`config.mk`:
```
export PLATFORM = sky130hd
export DESIGN_NAME = scancode_set1_to_ascii_flat
export DESIGN_NICKNAME = d
export VERILOG_FILES = /design/src/hw/rtl/sc1a_pkg.sv /design/src/hw/rtl/sc1a_req_if.sv /design/src/hw/rtl/sc1a_rsp_if.sv /design/src/hw/rtl/scancode_set1_to_ascii.sv /design/src/hw/rtl/sc1a_decode.sv /design/src/flat_wrapper.sv
export SDC_FILE = /design/constraint.sdc
export NUM_CORES = 1
export LEC_CHECK = 0
export ABC_AREA = 1
export ABC_CLOCK_PERIOD_IN_PS = 7600
export CORE_MARGIN = 1
export CORE_UTILIZATION = 40
export CTS_CLUSTER_DIAMETER = 200
export CTS_CLUSTER_SIZE = 28
export DETAILED_ROUTE_END_ITERATION = 8
export DONT_BUFFER_PORTS = 1
export HOLD_SLACK_MARGIN = 0.08
export PLACE_DENSITY_LB_ADDON = 0.05
export SLEW_MARGIN = 20
export SYNTH_ARGS = -nofsm -noshare
export SYNTH_HDL_FRONTEND = slang
export SYNTH_SLANG_ARGS = --single-unit
```
`constraint.sdc`:
```
create_clock -name clock -period 7.6 [get_ports clock]
set_clock_uncertainty 0.1 [all_clocks]
set_input_delay 0.38 -clock clock [delete_from_list [all_inputs] [get_ports clock]]
set_output_delay 0.38 -clock clock [all_outputs]
set_load 0.01 [all_outputs]
```
`src/hw/rtl/sc1a_pkg.sv`:
```
// Shared types, key numbers and translation tables for the set-1 scancode translator.
// No dependencies; imported by the decoder and the top level.
`default_nettype none

package sc1a_pkg;

   // Modifier keys that are held down
   typedef struct packed {
      logic alt;
      logic ctrl;
      logic shift;
   } sc1a_held_type;

   // Decoder outcome for one scancode word
   typedef struct packed {
      logic          hit;
      logic [7:0]    keycode;
      sc1a_held_type held_next;
   } sc1a_dec_type;

   // Key numbers of the modifier keys (bits 6..0 of a scancode)
   localparam logic [6:0] KEY_CTRL   = 7'h1D;
   localparam logic [6:0] KEY_LSHIFT = 7'h2A;
   localparam logic [6:0] KEY_RSHIFT = 7'h36;
   localparam logic [6:0] KEY_ALT    = 7'h38;

   // Character bounds used by the Ctrl mapping and the shift table
   localparam logic [7:0] CHAR_LOWER_A = 8'h61;
   localparam logic [7:0] CHAR_LOWER_Z = 8'h7A;
   localparam logic [7:0] CHAR_LBRACKET = 8'h5B;
   localparam logic [7:0] CHAR_UNDERSCORE = 8'h5F;
   localparam logic [7:0] CASE_OFFSET = 8'h20;

   // Plain table; keys past the end of the table and blank keys read zero
   function automatic logic [7:0] plain_entry(input logic [6:0] key);
      logic [7:0] val;
      case (key)
         7'd1:  val = 8'h1B;
         7'd2:  val = 8'h31;
         7'd3:  val = 8'h32;
         7'd4:  val = 8'h33;
         7'd5:  val = 8'h34;
         7'd6:  val = 8'h35;
         7'd7:  val = 8'h36;
         7'd8:  val = 8'h37;
         7'd9:  val = 8'h38;
         7'd10: val = 8'h39;
         7'd11: val = 8'h30;
         7'd12: val = 8'h2D;
         7'd13: val = 8'h3D;
         7'd14: val = 8'h08;
         7'd15: val = 8'h09;
         7'd16: val = 8'h71;
         7'd17: val = 8'h77;
         7'd18: val = 8'h65;
         7'd19: val = 8'h72;
         7'd20: val = 8'h74;
         7'd21: val = 8'h79;
         7'd22: val = 8'h75;
         7'd23: val = 8'h69;
         7'd24: val = 8'h6F;
         7'd25: val = 8'h70;
         7'd26: val = 8'h5B;
         7'd27: val = 8'h5D;
         7'd28: val = 8'h0A;
         7'd30: val = 8'h61;
         7'd31: val = 8'h73;
         7'd32: val = 8'h64;
         7'd33: val = 8'h66;
         7'd34: val = 8'h67;
         7'd35: val = 8'h68;
         7'd36: val = 8'h6A;
         7'd37: val = 8'h6B;
         7'd38: val = 8'h6C;
         7'd39: val = 8'h3B;
         7'd40: val = 8'h27;
         7'd41: val = 8'h60;
         7'd43: val = 8'h5C;
         7'd44: val = 8'h7A;
         7'd45: val = 8'h78;
         7'd46: val = 8'h63;
         7'd47: val = 8'h76;
         7'd48: val = 8'h62;
         7'd49: val = 8'h6E;
         7'd50: val = 8'h6D;
         7'd51: val = 8'h2C;
         7'd52: val = 8'h2E;
         7'd53: val = 8'h2F;
         7'd57: val = 8'h20;
         // F1..F10
         7'd59: val = 8'h80;
         7'd60: val = 8'h81;
         7'd61: val = 8'h82;
         7'd62: val = 8'h83;
         7'd63: val = 8'h84;
         7'd64: val = 8'h85;
         7'd65: val = 8'h86;
         7'd66: val = 8'h87;
         7'd67: val = 8'h88;
         7'd68: val = 8'h89;
         // keypad / cursor block
         7'd71: val = 8'h92;
         7'd72: val = 8'h97;
         7'd73: val = 8'h94;
         7'd74: val = 8'h2D;
         7'd75: val = 8'h96;
         7'd76: val = 8'h35;
         7'd77: val = 8'h99;
         7'd78: val = 8'h2B;
         7'd79: val = 8'h93;
         7'd80: val = 8'h98;
         7'd81: val = 8'h95;
         7'd82: val = 8'h90;
         7'd83: val = 8'h91;
         // F11, F12
         7'd87: val = 8'h8A;
         7'd88: val = 8'h8B;
         default: val = 8'h00;
      endcase
      return val;
   endfunction

   // Shift table: symbols differ, letters go upper case, the rest matches plain
   function automatic logic [7:0] shift_entry(input logic [6:0] key);
      logic [7:0] base;
      logic [7:0] val;
      base = plain_entry(key);
      case (key)
         7'd2:  val = 8'h21;
         7'd3:  val = 8'h40;
         7'd4:  val = 8'h23;
         7'd5:  val = 8'h24;
         7'd6:  val = 8'h25;
         7'd7:  val = 8'h5E;
         7'd8:  val = 8'h26;
         7'd9:  val = 8'h2A;
         7'd10: val = 8'h28;
         7'd11: val = 8'h29;
         7'd12: val = 8'h5F;
         7'd13: val = 8'h2B;
         7'd26: val = 8'h7B;
         7'd27: val = 8'h7D;
         7'd39: val = 8'h3A;
         7'd40: val = 8'h22;
         7'd41: val = 8'h7E;
         7'd43: val = 8'h7C;
         7'd51: val = 8'h3C;
         7'd52: val = 8'h3E;
         7'd53: val = 8'h3F;
         default: begin
            if (base >= CHAR_LOWER_A && base <= CHAR_LOWER_Z) begin
               val = base - CASE_OFFSET;
            end else begin
               val = base;
            end
         end
      endcase
      return val;
   endfunction

endpackage

`default_nettype wire

```
`src/hw/rtl/sc1a_req_if.sv`:
```
// Scancode input channel: valid/ready handshake carrying one scancode word.
// No dependencies.
`default_nettype none

interface sc1a_req_if;
   logic       valid;
   logic       ready;
   logic [7:0] scancode;

   modport source (output valid, output scancode, input ready);
   modport sink   (input valid, input scancode, output ready);
endinterface

`default_nettype wire

```
`src/hw/rtl/sc1a_rsp_if.sv`:
```
// Key code result channel: valid/ready handshake carrying one key code word.
// No dependencies.
`default_nettype none

interface sc1a_rsp_if;
   logic       valid;
   logic       ready;
   logic [7:0] keycode;

   modport source (output valid, output keycode, input ready);
   modport sink   (input valid, input keycode, output ready);
endinterface

`default_nettype wire

```
`src/hw/rtl/scancode_set1_to_ascii.sv`:
```
// Top level of the set-1 scancode to key code translator: input register,
// decoder, modifier state and result register. Depends on sc1a_pkg, sc1a_req_if,
// sc1a_rsp_if and sc1a_decode.
//
//   channel  | dir | payload        | handshake
//   ---------+-----+----------------+------------------
//   req_port | in  | scancode [7:0] | valid && ready
//   rsp_port | out | keycode  [7:0] | valid && ready
//
// One scancode word per cycle is accepted unless a stalled result register holds the input
// register; a result goes from the input register through the decoder into the result register.
// Words that give no result (releases, modifier presses, blank keys) retire from
// the input register without touching the result register.
// Reset clears the held Alt/Ctrl/Shift bits and both valid flags.
// A stalled result register holds the input register only for a word that gives
// a result; the input side keeps taking words as long as that register frees up.
`default_nettype none

module scancode_set1_to_ascii (
   input wire logic clock,
   input wire logic reset,
   sc1a_req_if.sink   req_port,
   sc1a_rsp_if.source rsp_port
);
   import sc1a_pkg::*;

   logic          s1_valid_ff;
   logic          s1_valid_in;
   logic [7:0]    s1_scancode_ff;
   sc1a_held_type held_ff;
   logic          rsp_valid_ff;
   logic          rsp_valid_in;
   logic [7:0]    rsp_keycode_ff;
   sc1a_dec_type  dec;
   logic          out_free;
   logic          s1_retire;
   logic          req_take;

   sc1a_decode u_decode (
      .scancode (s1_scancode_ff),
      .held     (held_ff),
      .dec      (dec)
   );

   // Retire the input word when it gives no result or the result register is free
   assign out_free  = !rsp_valid_ff || rsp_port.ready;
   assign s1_retire = s1_valid_ff && (!dec.hit || out_free);
   assign req_port.ready = !s1_valid_ff || s1_retire;
   assign req_take  = req_port.valid && req_port.ready;

   assign s1_valid_in  = req_take || (s1_valid_ff && !s1_retire);
   assign rsp_valid_in = (s1_retire && dec.hit) || (rsp_valid_ff && !rsp_port.ready);

   // Control state
   always_ff @(posedge clock) begin
      if (reset) begin
         s1_valid_ff  <= 1'b0;
         rsp_valid_ff <= 1'b0;
         held_ff      <= '0;
      end else begin
         s1_valid_ff  <= s1_valid_in;
         rsp_valid_ff <= rsp_valid_in;
         if (s1_retire) begin
            held_ff <= dec.held_next;
         end
      end
   end

   // Payload registers
   always_ff @(posedge clock) begin
      if (req_take) begin
         s1_scancode_ff <= req_port.scancode;
      end
      if (s1_retire && dec.hit) begin
         rsp_keycode_ff <= dec.keycode;
      end
   end

   assign rsp_port.valid   = rsp_valid_ff;
   assign rsp_port.keycode = rsp_keycode_ff;

`ifndef SYNTH
   // Modifiers come out of reset released
   a_held_reset: assert property (@(posedge clock)
      $past(reset) |-> (held_ff == '0))
      else $error("modifier state not cleared by reset");

   // A word with a result waiting on a stalled output is held, not dropped
   a_hold_on_stall: assert property (@(posedge clock) disable iff (reset)
      (s1_valid_ff && dec.hit && rsp_valid_ff && !rsp_port.ready)
      |=> (s1_valid_ff && $stable(s1_scancode_ff)))
      else $error("input word lost while result register stalled");

   // Releases never give a result
   a_release_silent: assert property (@(posedge clock) disable iff (reset)
      (s1_valid_ff && s1_scancode_ff[7]) |-> !dec.hit)
      else $error("key release produced a result");

   // With Alt held, every non-modifier press gives a result
   a_alt_passes: assert property (@(posedge clock) disable iff (reset)
      (s1_valid_ff && !s1_scancode_ff[7] && held_ff.alt &&
       s1_scancode_ff[6:0] != KEY_ALT && s1_scancode_ff[6:0] != KEY_CTRL &&
       s1_scancode_ff[6:0] != KEY_LSHIFT && s1_scancode_ff[6:0] != KEY_RSHIFT)
      |-> dec.hit)
      else $error("Alt pass-through gave no result");
`endif

endmodule

`default_nettype wire

```
`src/hw/rtl/sc1a_decode.sv`:
```
// Combinational decoder: one scancode word plus held modifiers to key code and next modifiers.
// Depends on sc1a_pkg.
`default_nettype none

module sc1a_decode (
   input  wire logic [7:0]            scancode,
   input  wire sc1a_pkg::sc1a_held_type held,
   output sc1a_pkg::sc1a_dec_type     dec
);
   import sc1a_pkg::*;

   logic [6:0] key;
   logic       release_key;
   logic       is_alt;
   logic       is_ctrl;
   logic       is_shift;
   logic [7:0] plain_val;
   logic [7:0] shift_val;

   assign key         = scancode[6:0];
   assign release_key = scancode[7];
   assign is_alt      = (key == KEY_ALT);
   assign is_ctrl     = (key == KEY_CTRL);
   assign is_shift    = (key == KEY_LSHIFT) || (key == KEY_RSHIFT);
   assign plain_val   = plain_entry(key);
   assign shift_val   = shift_entry(key);

   always_comb begin
      dec.hit       = 1'b0;
      dec.keycode   = 8'h00;
      dec.held_next = held;
      if (release_key) begin
         // releases only ever clear a modifier
         if (is_alt) begin
            dec.held_next.alt = 1'b0;
         end else if (is_ctrl) begin
            dec.held_next.ctrl = 1'b0;
         end else if (is_shift) begin
            dec.held_next.shift = 1'b0;
         end
      end else if (is_alt) begin
         dec.held_next.alt = 1'b1;
      end else if (is_ctrl) begin
         dec.held_next.ctrl = 1'b1;
      end else if (is_shift) begin
         dec.held_next.shift = 1'b1;
      end else if (held.alt) begin
         // raw key number, any key
         dec.hit     = 1'b1;
         dec.keycode = {1'b0, key};
      end else if (held.ctrl) begin
         // a..z and [..._ both reduce to their low five bits
         if ((plain_val >= CHAR_LOWER_A && plain_val <= CHAR_LOWER_Z) ||
             (plain_val >= CHAR_LBRACKET && plain_val <= CHAR_UNDERSCORE)) begin
            dec.hit     = 1'b1;
            dec.keycode = {3'b000, plain_val[4:0]};
         end
      end else if (held.shift) begin
         dec.hit     = (shift_val != 8'h00);
         dec.keycode = shift_val;
      end else begin
         dec.hit     = (plain_val != 8'h00);
         dec.keycode = plain_val;
      end
   end

endmodule

`default_nettype wire
```
`src/flat_wrapper.sv`:
```
// flat-port wrapper written by rule: the top's interface ports become plain ports
module scancode_set1_to_ascii_flat import sc1a_pkg::*;
  (clock, reset, req_port_valid, req_port_scancode, req_port_ready, rsp_port_valid, rsp_port_keycode, rsp_port_ready);
  sc1a_req_if req_port_i ();
  sc1a_rsp_if rsp_port_i ();
  input wire logic clock;
  input wire logic reset;
  input wire logic [$bits(req_port_i.valid)-1:0] req_port_valid;
  input wire logic [$bits(req_port_i.scancode)-1:0] req_port_scancode;
  output wire logic [$bits(req_port_i.ready)-1:0] req_port_ready;
  output wire logic [$bits(rsp_port_i.valid)-1:0] rsp_port_valid;
  output wire logic [$bits(rsp_port_i.keycode)-1:0] rsp_port_keycode;
  input wire logic [$bits(rsp_port_i.ready)-1:0] rsp_port_ready;
  assign req_port_i.valid = req_port_valid;
  assign req_port_i.scancode = req_port_scancode;
  assign req_port_ready = req_port_i.ready;
  assign rsp_port_valid = rsp_port_i.valid;
  assign rsp_port_keycode = rsp_port_i.keycode;
  assign rsp_port_i.ready = rsp_port_ready;
  scancode_set1_to_ascii u_core (.clock(clock), .reset(reset), .req_port(req_port_i), .rsp_port(rsp_port_i));
endmodule
```
== After elaboration in Yosys (flattened, before gate mapping) ==
Memory sizes are Yosys's and may differ from the RTL's. A register that Yosys moved wholly into a read port is not among the register bits.
Cells that the tools add are included.

* $add $sub $neg: 1
* Magnitude comparators: 6
* Equal/unequal tests: 25
* Multiplexer cells: 23
* Bitwise logic cells: 2
* Reduce and logical (&&, ||, !) cells: 27

{| class="wikitable"
|+ Operator list
! cell !! count
|-
| $pmux 8 s21 || 1
|-
| $mux 9 || 8
|-
| $eq 7x6->1 const B || 10
|-
| $eq 7x4->1 const B || 6
|-
| $eq 7x3->1 const B || 4
|-
| $ge 8x7->1 const B || 3
|-
| $le 8x7->1 const B || 3
|-
| $eq 7x5->1 const B || 3
|-
| $reduce_bool 8->1 || 2
|-
| $eq 7x2->1 const B || 2
|-
| $mux 7 || 2
|-
| $logic_and 1x1->1 || 8
|-
| $mux 1 || 8
|-
| $mux 8 || 1
|-
| $sub 8x6->8 const B || 1
|-
| $logic_or 1x1->1 || 7
|-
| $logic_not 1->1 || 5
|-
| $reduce_or 5->1 || 1
|-
| $mux 2 || 2
|-
| $reduce_and 4->1 || 1
|-
| $reduce_or 4->1 || 1
|-
| $mux 3 || 1
|-
| $reduce_and 3->1 || 1
|-
| $not 1->1 || 2
|-
| $reduce_and 2->1 || 1
|}

* Flip-flop bits (word level): 21
* Bits in read-only memories: 2048
* Bits of input ports: 12
* Output and inout bits: 10
* Logic and storage cells: 94
* Memories kept: 2

{| class="wikitable"
|+ Memory list
! name !! words !! width !! read ports !! clocked after memory_dff !! write ports !! line !! text
|-
| (no name shown) || 128 || 8 || 1 || 1 || 0 || sc1a_pkg.sv:37 || <nowiki>case (key)</nowiki>
|-
| (no name shown) || 128 || 8 || 1 || 1 || 0 || sc1a_pkg.sv:37 ||
|}

== Depth between registers and ports, before layout ==
Gate-level depths: netlist of the first run.

* Depth in word-level cells: 18
* Mapped depth: 32

== Hierarchy ==
A second synthesis of the first run with hierarchy kept.

* Cells, all modules: 468
* Area total of the unflattened synthesis: 2821.5 sq um

{| class="wikitable"
|+ Modules (own cells, without submodules)
! module !! instances !! cells each !! area each (sq um)
|-
| sc1a_decode || 1 || 417 || 2100.8
|-
| scancode_set1_to_ascii || 1 || 51 || 720.7
|}

== Least setup slack after synthesis of the first run ==
OpenSTA, ideal clock, no wires.

* Kind: reg-to-reg
* Start point: reg u_core.s1_scancode_ff[3]
* End point: reg u_core.u_decode.plain_val[0] (netlist name)
* Data arrival time: 3.216 ns
* Path slack: 4.168 ns
* Stages on the path, launching flop included: 27
* Path buffers: 1
* Clock period less this slack: 3.432 ns
* Cells stage by stage: edfxtp_1 inv_2 nor2_2 nand2_1 nor2_1 a21oi_1 nand2_1 nor2_4 nand3_1 nand3_1 nor2_1 nand3_1 nand2_1 nand2_1 nand4_4 nand2_4 buf_6 nand2_1 nand2_2 inv_1 ha_1 nand2_1 nand2_2 a21oi_1 a21oi_1 nand2_1 nand2_1

* Word-level cells in the longest chain between the ends: 16

{| class="wikitable"
|+ RTL lines
! element !! line !! text
|-
| start: declaration || scancode_set1_to_ascii.sv:29 || <nowiki>logic [7:0] s1_scancode_ff;</nowiki>
|-
| start signal: assignment || scancode_set1_to_ascii.sv:72 || <nowiki>s1_scancode_ff <= req_port.scancode;</nowiki>
|-
| $eq 7x6->1 (tied with other cells) || sc1a_pkg.sv:128 || <nowiki>case (key)</nowiki>
|-
| $pmux 8 s21 || sc1a_pkg.sv:128 ||
|-
| $reduce_bool 8->1 || sc1a_decode.sv:59 || <nowiki>dec.hit = (shift_val != 8'h00);</nowiki>
|-
| $mux 9 || sc1a_decode.sv:58 || <nowiki>end else if (held.shift) begin</nowiki>
|-
| $mux 9 || sc1a_decode.sv:51 || <nowiki>end else if (held.ctrl) begin</nowiki>
|-
| $mux 9 || sc1a_decode.sv:47 || <nowiki>end else if (held.alt) begin</nowiki>
|-
| $mux 9 || sc1a_decode.sv:45 || <nowiki>end else if (is_shift) begin</nowiki>
|-
| $mux 9 || sc1a_decode.sv:43 || <nowiki>end else if (is_ctrl) begin</nowiki>
|-
| $mux 9 (*) || sc1a_decode.sv:41 || <nowiki>end else if (is_alt) begin</nowiki>
|-
| $mux 9 (*) || sc1a_decode.sv:32 || <nowiki>if (release_key) begin</nowiki>
|-
| $logic_not 1->1 (*) || scancode_set1_to_ascii.sv:47 || <nowiki>assign s1_retire = s1_valid_ff && (!dec.hit || out_free);</nowiki>
|-
| $logic_or 1x1->1 (*) || scancode_set1_to_ascii.sv:47 ||
|-
| $logic_and 1x1->1 (*) || scancode_set1_to_ascii.sv:47 ||
|-
| $logic_or 1x1->1 (*) || scancode_set1_to_ascii.sv:48 || <nowiki>assign req_port.ready = !s1_valid_ff || s1_retire;</nowiki>
|-
| named net req_port_ready || flat_wrapper.sv:10 || <nowiki>output wire logic [$bits(req_port_i.ready)-1:0] req_port_ready;</nowiki>
|-
| $logic_and 1x1->1 (*) || scancode_set1_to_ascii.sv:49 || <nowiki>assign req_take = req_port.valid && req_port.ready;</nowiki>
|-
| $mux 7 (no source line) (*) || - ||
|}

The timed path passes the listed nets; every way through them passes the cells marked *.
A chain may end at the register's enable or synchronous reset.

== Worst setup path after layout of the first run ==
* Start point: reg u_core.s1_scancode_ff[1]
* End point: reg u_core.u_decode.plain_val[7] (netlist name)

* Word-level cells in the longest chain between the ends: 16

{| class="wikitable"
|+ RTL lines
! element !! line !! text
|-
| $eq 7x6->1 (tied with other cells) || sc1a_pkg.sv:128 ||
|-
| $pmux 8 s21 || sc1a_pkg.sv:128 ||
|-
| $reduce_bool 8->1 || sc1a_decode.sv:59 ||
|-
| $mux 9 || sc1a_decode.sv:58 ||
|-
| $mux 9 || sc1a_decode.sv:51 ||
|-
| $mux 9 || sc1a_decode.sv:47 ||
|-
| $mux 9 || sc1a_decode.sv:45 ||
|-
| $mux 9 || sc1a_decode.sv:43 ||
|-
| [... 2 more ...] || - ||
|-
| $logic_not 1->1 (*) || scancode_set1_to_ascii.sv:47 ||
|-
| $logic_or 1x1->1 (*) || scancode_set1_to_ascii.sv:47 ||
|-
| $logic_and 1x1->1 (*) || scancode_set1_to_ascii.sv:47 ||
|-
| $logic_or 1x1->1 (*) || scancode_set1_to_ascii.sv:48 ||
|-
| named net req_port_ready || flat_wrapper.sv:10 ||
|-
| $logic_and 1x1->1 (*) || scancode_set1_to_ascii.sv:49 ||
|-
| named net u_core.req_take || scancode_set1_to_ascii.sv:37 || <nowiki>logic req_take;</nowiki>
|-
| $mux 7 (no source line) (*) || - ||
|}

Marked as above.

==> results of run 1 <==
==> report_power, final <==
| group | internal (uW) | switching [uW] | total (uW) |
|---|---|---|---|
| clock | 96.7 | 59.1 | 156 |
| combinational | 51.5 | 115 | 166 |
| sequential | 179 | 16.4 | 195 |
| total | 327 | 190 | 517 |
==> kinds of logic after synthesis <==
group	Yosys count	share of synthesized area, %
and+or+nand+nor	337	46.4
AOI/OAI and AO/OA	78	15.2
buffers and inverters	67	9.44
DFF	29	23.8
adders and majority gates	13	5.23
==> critical path, cell delays in order (launching register included) <==
cell      delay [ns]
edfxtp_1        0.53
nor2_1          0.34
nor2_1          0.12
nand3_1         0.15
nand2_1         0.07
nor4_1          0.47
nand3_1         0.14
nor2_1          0.11
nand3_1         0.08
nand2_1         0.09
nand2_1         0.11
nand4_4         0.16
nand2_4         0.15
inv_1           0.32
nand2_1         0.12
nand2_2         0.45
nor2_1          0.11
o21ai_0         0.40
nand2_1         0.09
o21ai_1         0.16
==> sequential cells by signal, indices dropped and copies added, names as in the netlist <==
signal                     cells
u_core.held_ff                 3
u_core.u_decode.plain_val      8
u_core.s1_valid_ff             1
u_core.rsp_port.keycode        8
u_core.s1_scancode_ff          8
u_core.rsp_port.valid          1
==> routing by layer <==
metal / global-route usage [%] / part of all wire, % / vias to the layer above
met5: 0 / 0 / -
met4: 14.2 / 5.9 / 0
met3: 3.38 / 6.6 / 48
met2: 41.5 / 46 / 185
met1: 29.0 / 41 / 1566
li1: - / - / 1721
==> worst max-delay path by stage <==
| stage | end | depth (start not counted) |
|---|---|---|
| after global placement | u_core.u_decode.plain_val[7] | 19 |
| final | u_core.u_decode.plain_val[7] | 19 |
| after CTS | u_core.u_decode.plain_val[7] | 19 |
| after detailed placement | u_core.u_decode.plain_val[7] | 19 |
| after global routing | u_core.u_decode.plain_val[0] | 27 |
| after floorplan | u_core.u_decode.plain_val[0] | 26 |
==> cell usage after synthesis (4+ instances only) <==
cell type,number
a31oi_1,6
nand3_1,53
buf_6,4
ha_1,13
o21ai_1,7
o211ai_1,11
nor2_1,67
inv_1,50
nand4_1,5
nor2_2,8
nor3_1,5
edfxtp_1,16
o21ai_0,22
nand2_1,180
dfxtp_1,13
nand2_2,11
inv_2,6
a21oi_1,20
==> cell type report <==
class	count	area (sq um)
multi-input cells	428	2080
clock buffers	6	72.6
flip-flops and latches	29	741
repair buffers	2	17.5
clock inverters	2	33.8
fillers	814	4090
well taps	99	124
inverters	57	214
==> through the flow <==
step / cell area, sq um / hold WS [ns]
3_5_place_dp: 3160 / 0.354
4_1_cts: 3280 / 0.0860
3_3_place_gp: 3160 / 0.350
2_1_floorplan: 3110 / 0.349
6_report: 3280 / 0.0925
5_1_grt: 3280 / 0.0829
==> what timing repair did <==
action	in CTS	in global routing
endpoints found under the setup margin	0	0
hold endpoints to repair	2	0
hold buffers	1	0
==> impl_metrics.json, run 1 <==
{
  "synth_area_sq_um": 3110,
  "reg2reg_depth": 19,
  "final_common_cell": "nand2_1",
  "grt_max_degree": 31,
  "insertion_delay_ns": 0.28,
  "ios": 22,
  "cts_buffers": 5,
  "cts_tree": "done",
  "holdCritStartpoint": "req_port_scancode[7]",
  "start_util_pct": 42.2,
  "report.final.slew_viol_count": 0,
  "hold_class": "primary input to flop",
  "reg2reg_from": "u_core.s1_scancode_ff[1]",
  "port_buffers": 0,
  "setup_viol_count_final": 0,
  "yosysTopAreaCellShare_pct": 21.7,
  "leakage_uw": 0.00158,
  "syn-num-nets": 549,
  "worst_r2r_endpoint": "u_core.u_decode.plain_val[7]",
  "grt_pass1_wl_mm": 15.9,
  "path_max_fanout": 30,
  "utilization_pct": 44.5,
  "vias": 3520,
  "gr-total-overflow": 0,
  "yosys_warnings": 0,
  "die_y_microns": 90.2,
  "async_flop_share_pct": 0,
  "ys_seq_elements": 29,
  "ir_drop_mv": 0.0706,
  "gp_congestion": 0.976,
  "syn_avg_cell_area_sq_um": 5.94,
  "root_buffer": "clkbuf_8",
  "viasPerCell": 5.65,
  "cts-resized-gates": 0,
  "dieArea_sq_um": 8140,
  "synth_top_area_cell": "nand2_1",
  "min_to": "u_core.s1_scancode_ff[7]",
  "cts-htree-levels": 2,
  "synth.area.top_cells": "nand2_1, edfxtp_1, nand3_1, dfxtp_1, nor2_1",
  "rsz0062_at_grt": "false",
  "criticalPathCategory": "flop to flop",
  "dp_cells": 614,
  "fin_tns_setup_ns": 0,
  "critical_path.startpoint": "u_core.s1_scancode_ff[1]",
  "most-common-layout-cells": "nand2_1, nor2_1, nand3_1",
  "clk_path_buf_depth": 2,
  "dp_slack_ns": 3.35,
  "critPathRequiredTime_ns": 7.70,
  "dpl.hpwl_mm": 7.79,
  "hold_viol_final": 0,
  "antenna_found_initial": 0,
  "post-route-period-util_pct": 57.2,
  "synthCells": 524,
  "critPathLaunchType": "flop",
  "p_per_area_nw_per_um2": 158,
  "post_cts_buffers": 0,
  "clkTransAtPathRegs_ns": 0.07,
  "period_needed_ns": 4.34,
  "die_x_microns": 90.2,
  "hold-path-cell-count": 0,
  "nets": 548,
  "globalRouteTotalUtil_pct": 24.3,
  "drive_gt1_share_pct": 7.63,
  "cts_sinks": 29,
  "end_kind": "flop",
  "setup_slack_ns": 3.26,
  "yosys_most_used_dff": "edfxtp_1",
  "p_total_uw": 517,
  "drtAntennaViolNets": 0,
  "wl_per_cell_microns": 15.6,
  "n_antenna_cell": 0,
  "tightestPinTransition_ns": 0.603,
  "ys_types": 36,
  "status": "completed",
  "final_cells": 623,
  "maxSlewHeadroom_pct": 59.7,
  "area_delta_synth_final_pct": 5.39,
  "r2r_slack_ns": 3.26,
  "drt_iter0_drc": 294,
  "max_freq_mhz": 230,
  "synth-edff-count": 16,
  "row_count": 31,
  "synth-seq-area-share_pct": 23.8,
  "drt_pass1_iterations": 5,
  "cap_violations": 0,
  "grt_pass1_vias": 3314,
  "worstPathArrival_ns": 4.44,
  "wirelength_mm": 9.70,
  "drc": 0,
  "coreArea_sq_um": 7370
}
Power figures use the tool's default switching activity.
==> run 2: changes to the inputs <==
ABC_CLOCK_PERIOD_IN_PS = 3800   (was 7600)
clock period = 3.8 ns   (was 7.6 ns; I/O delays follow)
==> impl_metrics.json, run 2 (synthesis gave the netlist of run 1 again) <==
{
  "worstPathArrival_ns": 3.74,
  "n_antenna_cell": 0,
  "p_total_uw": 1170,
  "maxSlewHeadroom_pct": 71.5,
  "cpMaxStageDelayCell": "edfxtp_1",
  "path_max_fanout": 8,
  "drt_iter0_drc": 243,
  "final_common_cell": "nand2_1",
  "antenna_found_initial": 0,
  "cts_sinks": 29,
  "tightestPinTransition_ns": 0.428,
  "cts_tree": "done",
  "cap_violations": 0,
  "wl_per_cell_microns": 16.2,
  "clk_path_buf_depth": 2,
  "root_buffer": "clkbuf_8",
  "fin_area_sq_um": 4230,
  "cts_buffers": 5,
  "p_per_area_nw_per_um2": 277,
  "hold_class": "primary input to flop",
  "dieArea_sq_um": 8140,
  "wirelength_mm": 11.3,
  "dpl.hpwl_mm": 8.49,
  "status": "completed",
  "viasPerCell": 5.53,
  "critPathRequiredTime_ns": 3.87,
  "rsz0062_at_grt": "true",
  "post-route-period-util_pct": 96.4,
  "grt_max_degree": 28,
  "grt_pass1_wl_mm": 17.6,
  "clkTransAtPathRegs_ns": 0.06,
  "end_kind": "flop",
  "cts-htree-levels": 2,
  "r2r_slack_ns": 0.14,
  "grt_pass1_vias": 3623,
  "slowest_delay_ns": 0.51,
  "vias": 3874,
  "drc": 0,
  "nets": 625,
  "gr-total-overflow": 0,
  "holdWs_ns": 0.256,
  "gp_congestion": 0.954,
  "leakage_uw": 0.00205,
  "dp_cells": 658,
  "critPathLaunchType": "flop",
  "ir_drop_mv": 0.150,
  "ios": 22,
  "criticalPathCategory": "flop to flop",
  "start_util_pct": 42.2,
  "drtAntennaViolNets": 0,
  "die_y_microns": 90.2,
  "setup_viol_count_final": 0,
  "coreArea_sq_um": 7370,
  "final_cells": 700,
  "area_delta_synth_final_pct": 36.0,
  "drive_gt1_share_pct": 28.8,
  "drt_pass1_iterations": 5,
  "insertion_delay_ns": 0.28,
  "most-common-layout-cells": "nand2_1, buf_4, nor2_1",
  "row_count": 31,
  "placed_area_sq_um": 3530,
  "utilization_pct": 57.5,
  "hold_viol_final": 0,
  "port_buffers": 0,
  "timing.critical_path.mode_cell": "nand2_1",
  "report.final.slew_viol_count": 0,
  "period_needed_ns": 3.66,
  "max_freq_mhz": 273,
  "die_x_microns": 90.2,
  "globalRouteTotalUtil_pct": 27.0
}
## run 2: changes by cell type in the layout (fill, tap and decap cells not counted), moves of 7 or more
cell / before / now
inv_1: 50 / 42
buf_4: 1 / 56
nor2_1: 67 / 51
dlygate4sd3_1: 1 / 11
nand3_2: 0 / 9
inv_2: 6 / 13
nand2_2: 11 / 31
o21ai_0: 22 / 15
nand3_1: 53 / 44
nand2_1: 180 / 156
nor2_2: 8 / 18
## run 2: per-stage QoR
step	TNS, ns	setup WS [ns]
floorplan	0	0.368
global placement	-0.469	-0.105
detailed placement	-0.185	-0.0695
CTS	0	0.00377
global route	-0.412	-0.0955
finish	0	0.136
## run 2: cell type report
cell class	count	area [sq um]
tap	99	124
fill	729	3140
timing repair buffer	78	703
multi-input combinational	429	2340
clock buffer	6	72.6
sequential	29	741
clock inverter	2	33.8
inverter	57	216
## run 2: final timing paths
check | depth (start not counted) | end | startpoint
worst max-delay path | 29 | u_core.u_decode.plain_val[0] | u_core.s1_scancode_ff[0]
worst min-delay path | 2 | u_core.u_decode.plain_val[6] | req_port_scancode[6]
worst max register to register | 29 | u_core.u_decode.plain_val[0] | u_core.s1_scancode_ff[0]
worst min register to register | 2 | u_core.rsp_port.valid | u_core.rsp_port.valid
## run 2: what timing repair did
action	in CTS	in global routing
pin swaps	0	26
setup endpoints to repair	7	8
setup buffers	5	17
endpoints found under the hold margin	13	0
hold buffers	11	0
gates cloned	0	2
gates resized for setup	1	92
## run 2: critical path: cells and delay by family (launching register included)
| family | cells | cell delay [ns] |
|---|---|---|
| AOI/OAI and AO/OA | 1 | 0.11 |
| adders and majority gates | 1 | 0.21 |
| buffers and inverters | 3 | 0.28 |
| DFF | 1 | 0.51 |
| and+or+nand+nor | 24 | 2.33 |
## run 2: per-layer routing
layer  up-vias  GRT usage (%)  part of all wire [%]
li1       1870              -                     -
met1      1787           32.1                    42
met2       165           46.1                    48
met3        52           3.38                   5.3
met4         0           16.3                   5.3
met5         -              0                     0
## run 2: power by group
part	internal, uW	switching (uW)	total (uW)
clock	193	119	312
combinational	192	278	470
sequential	357	33.0	390
total	743	429	1170
